==> src/rtl/core/ssid_pkg.sv <==
// Shared types and constants for the sorted set insert/delete core.
package ssid_pkg;

	localparam int unsigned VALUE_W     = 32;
	localparam int unsigned COUNT_W     = 6;
	localparam int unsigned QUEUE_DEPTH = 2;

	typedef enum logic {
		OP_INSERT = 1'b0,
		OP_DELETE = 1'b1
	} op_t;

	typedef struct packed {
		logic                       kind;
		logic signed [VALUE_W-1:0]  value;
	} item_t;

	typedef struct packed {
		logic [COUNT_W-1:0]         count;
		logic signed [VALUE_W-1:0]  element;
		logic                       element_valid;
		logic                       last;
		logic                       dropped_full;
	} result_t;

	typedef struct packed {
		op_t                        op;
		logic signed [VALUE_W-1:0]  value;
	} job_t;

endpackage

==> src/rtl/core/ssid_front.sv <==
// Front end: accepts transactions, decodes the operation and queues jobs.
module ssid_front (
	input  logic            clk,
	input  logic            arst_n,
	input  logic            item_valid,
	output logic            item_ready,
	input  ssid_pkg::item_t item,
	output logic            job_valid,
	input  logic            job_ready,
	output ssid_pkg::job_t  job
);
	import ssid_pkg::*;

	localparam int unsigned PW = (QUEUE_DEPTH > 1) ? $clog2(QUEUE_DEPTH) : 1;
	localparam int unsigned OW = $clog2(QUEUE_DEPTH + 1);

	job_t            queue_q [QUEUE_DEPTH];
	logic [PW-1:0]   wr_ptr_q;
	logic [PW-1:0]   rd_ptr_q;
	logic [OW-1:0]   occ_q;
	logic            push;
	logic            pop;
	job_t            decoded;

	assign item_ready = (occ_q != OW'(QUEUE_DEPTH));
	assign job_valid  = (occ_q != '0);
	assign job        = queue_q[rd_ptr_q];
	assign push       = item_valid && item_ready;
	assign pop        = job_valid && job_ready;

	always_comb begin
		decoded.op    = item.kind ? OP_DELETE : OP_INSERT;
		decoded.value = item.value;
	end

	always_ff @(posedge clk) begin
		if (push) begin
			queue_q[wr_ptr_q] <= decoded;
		end
	end

	always_ff @(posedge clk or negedge arst_n) begin
		if (!arst_n) begin
			wr_ptr_q <= '0;
			rd_ptr_q <= '0;
			occ_q    <= '0;
		end else begin
			if (push) begin
				wr_ptr_q <= (wr_ptr_q == PW'(QUEUE_DEPTH - 1)) ? '0 : wr_ptr_q + 1'b1;
			end
			if (pop) begin
				rd_ptr_q <= (rd_ptr_q == PW'(QUEUE_DEPTH - 1)) ? '0 : rd_ptr_q + 1'b1;
			end
			unique case ({push, pop})
				2'b10:   occ_q <= occ_q + 1'b1;
				2'b01:   occ_q <= occ_q - 1'b1;
				default: occ_q <= occ_q;
			endcase
		end
	end

`ifndef ASSERT_OFF
	a_occ_bound: assert property (@(posedge clk) disable iff (!arst_n)
		occ_q <= OW'(QUEUE_DEPTH))
		else $error("queue occupancy exceeds depth");
`endif

endmodule

==> src/rtl/core/ssid_back.sv <==
// Back end: searches, updates the sorted store and streams out the contents.
module ssid_back #(
	parameter int unsigned CAPACITY = 32
) (
	input  logic              clk,
	input  logic              arst_n,
	input  logic              job_valid,
	output logic              job_ready,
	input  ssid_pkg::job_t    job,
	output logic              result_valid,
	input  logic              result_ready,
	output ssid_pkg::result_t result
);
	import ssid_pkg::*;

	localparam int unsigned CW = $clog2(CAPACITY + 1);
	localparam int unsigned AW = $clog2(CAPACITY);

	typedef enum logic [2:0] {
		S_IDLE,
		S_SRD,
		S_SCMP,
		S_DEC,
		S_ERD,
		S_EMIT,
		S_EMPTY
	} state_t;

	state_t                     state_q;
	job_t                       job_q;
	logic [CW-1:0]              cnt_q;
	logic [CW-1:0]              j_q;
	logic [CW-1:0]              pos_q;
	logic [CW-1:0]              o_q;
	logic                       present_q;
	logic                       ins_q;
	logic                       del_q;
	logic                       drop_q;
	logic signed [VALUE_W-1:0]  carry_q;
	logic signed [VALUE_W-1:0]  rdata_q;
	logic signed [VALUE_W-1:0]  mem [CAPACITY];
	logic                       result_valid_q;
	result_t                    result_q;

	logic                       out_free;
	logic [AW-1:0]              mem_ra;
	logic                       mem_we;
	logic signed [VALUE_W-1:0]  emit_val;
	logic                       emit_last;
	logic                       is_full;
	logic                       dec_ins;
	logic                       dec_del;
	logic                       dec_drop;
	logic [CW-1:0]              cnt_new;

	assign job_ready    = (state_q == S_IDLE);
	assign result_valid = result_valid_q;
	assign result       = result_q;
	assign out_free     = !result_valid_q || result_ready;
	assign is_full      = (cnt_q == CW'(CAPACITY));
	assign emit_last    = (o_q == cnt_q - 1'b1);
	assign mem_we       = (state_q == S_EMIT) && out_free;

	always_comb begin
		dec_ins  = (job_q.op == OP_INSERT) && !present_q && !is_full;
		dec_drop = (job_q.op == OP_INSERT) && !present_q && is_full;
		dec_del  = (job_q.op == OP_DELETE) && present_q;
		cnt_new  = cnt_q + CW'(dec_ins) - CW'(dec_del);
	end

	always_comb begin
		unique case (state_q)
			S_ERD, S_EMIT: mem_ra = (del_q && (o_q >= pos_q)) ? AW'(o_q + 1'b1) : o_q[AW-1:0];
			default:       mem_ra = j_q[AW-1:0];
		endcase
	end

	always_comb begin
		priority if (ins_q && (o_q == pos_q)) begin
			emit_val = job_q.value;
		end else if (ins_q && (o_q > pos_q)) begin
			emit_val = carry_q;
		end else begin
			emit_val = rdata_q;
		end
	end

	always_ff @(posedge clk) begin
		if (mem_we) begin
			mem[o_q[AW-1:0]] <= emit_val;
		end
		rdata_q <= mem[mem_ra];
	end

	always_ff @(posedge clk or negedge arst_n) begin
		if (!arst_n) begin
			state_q        <= S_IDLE;
			cnt_q          <= '0;
			result_valid_q <= 1'b0;
		end else begin
			if (result_valid_q && result_ready) begin
				result_valid_q <= 1'b0;
			end
			unique case (state_q)
				S_IDLE: begin
					if (job_valid) begin
						job_q   <= job;
						j_q     <= '0;
						state_q <= S_SRD;
					end
				end
				S_SRD: begin
					if (j_q == cnt_q) begin
						pos_q     <= j_q;
						present_q <= 1'b0;
						state_q   <= S_DEC;
					end else begin
						state_q <= S_SCMP;
					end
				end
				S_SCMP: begin
					if (rdata_q >= job_q.value) begin
						pos_q     <= j_q;
						present_q <= (rdata_q == job_q.value);
						state_q   <= S_DEC;
					end else begin
						j_q     <= j_q + 1'b1;
						state_q <= S_SRD;
					end
				end
				S_DEC: begin
					ins_q   <= dec_ins;
					del_q   <= dec_del;
					drop_q  <= dec_drop;
					cnt_q   <= cnt_new;
					o_q     <= '0;
					state_q <= (cnt_new == '0) ? S_EMPTY : S_ERD;
				end
				S_ERD: begin
					state_q <= S_EMIT;
				end
				S_EMIT: begin
					if (out_free) begin
						result_valid_q         <= 1'b1;
						result_q.count         <= COUNT_W'(cnt_q);
						result_q.element       <= emit_val;
						result_q.element_valid <= 1'b1;
						result_q.last          <= emit_last;
						result_q.dropped_full  <= drop_q;
						carry_q                <= rdata_q;
						if (emit_last) begin
							state_q <= S_IDLE;
						end else begin
							o_q     <= o_q + 1'b1;
							state_q <= S_ERD;
						end
					end
				end
				S_EMPTY: begin
					if (out_free) begin
						result_valid_q         <= 1'b1;
						result_q.count         <= '0;
						result_q.element       <= '0;
						result_q.element_valid <= 1'b0;
						result_q.last          <= 1'b1;
						result_q.dropped_full  <= drop_q;
						state_q                <= S_IDLE;
					end
				end
				default: state_q <= S_IDLE;
			endcase
		end
	end

`ifndef ASSERT_OFF
	a_cnt_bound: assert property (@(posedge clk) disable iff (!arst_n)
		cnt_q <= CW'(CAPACITY))
		else $error("entry count exceeds capacity");

	a_empty_result: assert property (@(posedge clk) disable iff (!arst_n)
		(result_valid_q && !result_q.element_valid) |->
			(result_q.count == '0) && result_q.last && !result_q.dropped_full)
		else $error("empty-set result malformed");
`endif

endmodule

==> src/rtl/core/sorted_set_insert_delete_core.sv <==
// Top level of the sorted set insert/delete core.
//
//  channel  direction  handshake                    payload
//  item     in         item_valid / item_ready      ssid_pkg::item_t   (kind, value)
//  result   out        result_valid / result_ready  ssid_pkg::result_t (count, element, ...)
//
// A transaction holds the back end through a linear search up to the insertion point and a
// pass that reads, rewrites and streams out every resulting entry; the store has a single
// read port with a registered read.
// The result stream has one result per stored element, or one result if the set is empty.
// A result that waits for result_ready stalls the back end.
// Reset clears the count and the job queue; the store needs no clearing.
// Up to two transactions queue in front while the back end works or the result stalls.
module sorted_set_insert_delete_core #(
	parameter int unsigned CAPACITY = 32
) (
	input  logic              clk,
	input  logic              arst_n,
	input  logic              item_valid,
	output logic              item_ready,
	input  ssid_pkg::item_t   item,
	output logic              result_valid,
	input  logic              result_ready,
	output ssid_pkg::result_t result
);
	import ssid_pkg::*;

	logic job_valid;
	logic job_ready;
	job_t job;

	ssid_front u_front (
		.clk        (clk),
		.arst_n     (arst_n),
		.item_valid (item_valid),
		.item_ready (item_ready),
		.item       (item),
		.job_valid  (job_valid),
		.job_ready  (job_ready),
		.job        (job)
	);

	ssid_back #(
		.CAPACITY (CAPACITY)
	) u_back (
		.clk          (clk),
		.arst_n       (arst_n),
		.job_valid    (job_valid),
		.job_ready    (job_ready),
		.job          (job),
		.result_valid (result_valid),
		.result_ready (result_ready),
		.result       (result)
	);

endmodule
==> config.mk <==
export PLATFORM = sky130hd
export DESIGN_NAME = sorted_set_insert_delete_core
export DESIGN_NICKNAME = d
export VERILOG_FILES = /design/src/rtl/core/ssid_pkg.sv /design/src/rtl/core/ssid_front.sv /design/src/rtl/core/ssid_back.sv /design/src/rtl/core/sorted_set_insert_delete_core.sv
export SDC_FILE = /design/constraint.sdc
export NUM_CORES = 2
export LEC_CHECK = 0
export BUFFER_PORTS_ARGS = -buffer_cell sky130_fd_sc_hd__buf_2
export CAP_MARGIN = 20
export CORE_UTILIZATION = 56
export DETAILED_ROUTE_END_ITERATION = 10
export GPL_TIMING_DRIVEN = 0
export PLACE_DENSITY = 0.75
export SLEW_MARGIN = 20
export SYNTH_ARGS = -nofsm -noshare
export SYNTH_HDL_FRONTEND = slang
export SYNTH_SLANG_ARGS = --single-unit
export TNS_END_PERCENT = 20
==> constraint.sdc <==
create_clock -name clk -period 4 [get_ports clk]
set_clock_uncertainty 0.1 [all_clocks]
set_input_delay 0.2 -clock clk [delete_from_list [all_inputs] [get_ports clk]]
set_output_delay 0.2 -clock clk [all_outputs]
set_load 0.01 [all_outputs]
==> reports/results.txt <==
first-pass GRT wire length -> 181 mm
clk sinks -> 1264
Crit path largest cell delay -> 0.76 ns
Avg Synthesized Cell Area -> 17.2 sq um
minimum clock period -> 4.07 ns
Via density -> 6.26
Final Util -> 65.5%
VDD IR max -> 0.540 mV
unrepaired setup endpoints after global routing -> yes
dpl ws -> -0.964 ns
port buffer count -> 79
ANT cells -> 0
number of global-route vias before repair -> 28200
antenna-violating nets left -> 0
Inst Count DP -> 4179
Critical path buffers and inverters -> 4
pwr dens -> 747 mW/mm^2
Final Cycle Share -> 102%
Max Cap Violations -> 0
static leakage -> 19.5 nW
HPWL after DPL -> 82.0 mm
CP Class -> flop to flop
Syn. warnings -> 0
placed standard-cell area -> 0.0530 sq mm
post-synthesis sequential area ratio -> 75.4%
fin. max-slew vios -> 0
clk root buf -> clkbuf_16
initial antenna violation count -> 3
Core Region -> 0.0882 sq mm
non-filler cells, final -> 4463
CTS buffer count -> 118
Residual DRC -> 1
H-Tree Depth -> 3
# fillers -> 5632
GRT Total Usage -> 27.6%
synthesis-to-layout area growth -> 16.0%
highest-count cells in the layout ignoring fill and taps -> 1218 x edfxtp_1, 314 x nand2_1, 181 x a21oi_1
fmax -> 246 MHz
critical-path maximum fanout -> 17
Async SR Flop Fraction -> 1.11%
drt wl/cell -> 27.8 um
clk buf depth -> 3
slew margin rel. -> 24.2%
Hold Crit Start -> item[15]
CTS tree -> yes
Power Total -> 0.0432 W
Mapped Cells -> 2892
Worst EP arrival -> 4.35 ns
run status -> complete, but fails checks
total gr overflow -> 0
Post-Syn Area -> 0.0498 sq mm
critical path's slowest cell -> nor2_4
Skew-Pair Late Insertion Delay -> 0.70 ns
post-route design area -> 0.0578 sq mm
largest net degree at the start of global routing -> 34
Die ar. -> 0.0902 sq mm
Final setup violation count -> 91
number of synthesized register bits -> 1264
violated checks -> design-rule violations, negative setup slack
PnR worst setup slack -> -0.0681 ns
Initial Utilization -> 56.5%
CP startpoint -> u_back.state_q[1]
register clock-pin slew on the reported worst setup and hold paths -> 0.06 ns
top_reg_cell synth -> edfxtp_1
Setup crit end kind -> flop
Top Ports -> 80
# rows -> 109
leading cell type in the layout, fill and taps excluded -> edfxtp_1
Critical Path Start Type -> flop
drt pass-1 iters -> 9
path type of the worst min-delay path -> input pin to flop
Syn Nets -> 2987
DRT iter0 DRCs -> 3708
Chip Width -> 300 um
post-synth cell types -> 56
final wirelength -> 124 mm
Final nets -> 3295
GPL Wtd Cong -> 0.920
Data required, critical path -> 4.28 ns
critical path cell sequence -> buf_2 > nor2b_1 > buf_2 > buf_1 > nand2_1 > nor2_1 > nand2_1 > nor2_4 > buf_16
total number of vias -> 27900
share of cells above drive strength 1 -> 22.5%
Fin. Hold Viols -> 0
CP top delay family -> simple AND/OR/NAND/NOR gates
worst r2r src -> u_back.state_q[1]
worst slew pin tran -> 1.13 ns
Vert. Die Dim -> 300 um
Post-synth EDFFs -> 1218
stage by stage:
| step | setup TNS [ns] | hold WS, ns |
|---|---|---|
| floorplan | 0 | -0.196 |
| global placement | -1636.07 | 0.0359 |
| detailed placement | -225.51 | 0.0462 |
| CTS | -6.53 | 0.0949 |
| global route | -36.89 | 0.135 |
| finish | -3.26 | 0.127 |
logic make-up after synthesis:
logic type | synth area share [%]
buffers and inverters | 1.76
muxes | 10.6
AOI/OAI and AO/OA | 5.50
xor gates and xnor gates | 0.580
DFF | 75.4
and+or+nand+nor | 4.70
adders and majority gates | 1.47
power by group:
part           switching [W]  internal [W]  leakage (nW)
clock                0.00475       0.00627          1.85
combinational        0.00947       0.00492          6.24
sequential          0.000437        0.0173          11.5
worst paths after layout:
kind,cells past startpoint,to,slack [ns]
worst max register to register,9,u_back.mem[28][10],-0.07
worst max-delay path,9,u_back.mem[28][10],-0.07
worst min-delay path,2,u_front.queue_q[0][15],0.13
max in group asynchronous,3,u_front.occ_q[0],2.75
min in group asynchronous,3,u_back.cnt_q[3],0.63
worst min register to register,0,u_back.result[0],0.32
sequential cells by signal, summed over array words and instances, names as in the netlist, 32 cells and up:
signal,count
u_back.mem,1024
u_front.queue_q,66
u_back.result,41
u_back.job_q,33
u_back.carry_q,32
u_back.rdata_q,32
cells in the mapped netlist, types with 16 or more instances:
master,n,share of area (%)
xnor2_1,18,0.32
nor2_1,105,0.79
buf_2,27,0.27
a21oi_1,184,1.8
mux2_2,98,2.2
dfxtp_1,32,1.3
o22ai_1,96,1.2
inv_1,54,0.41
mux4_2,128,5.8
mux2i_1,128,2.6
a22oi_1,31,0.47
clkbuf_1,101,0.76
and2_1,37,0.46
edfxtp_1,1218,73
ha_1,57,1.4
nand3_1,16,0.16
o32a_1,64,1.3
nand2_1,345,2.6
routing by layer:
layer	wire [um]	GRT usage (%)
met5	0	0
met4	4330	10.2
met3	12800	4.94
met2	60700	45.4
met1	46500	37.1
cell type report:
cell class	count	area, sq um	area share, %
multi-input cells	1423	11800	20.4
repair buffers	189	2170	3.75
well taps	1165	1460	2.52
plain buffers	150	850	1.47
clock inverters	76	718	1.24
flip-flops and latches	1264	37600	65.0
clock buffers	142	3060	5.30
inverters	54	203	0.351
what timing repair did:
action	4_1_cts	5_1_grt
endpoints found under the hold margin	100	0
gates resized for setup	92	94
setup buffers	1	29
pin swaps	10	15
endpoints found under the setup margin	1179	701
gates cloned	0	0
hold buffers	37	0
No activity file was read; power rests on OpenSTA's default activity.
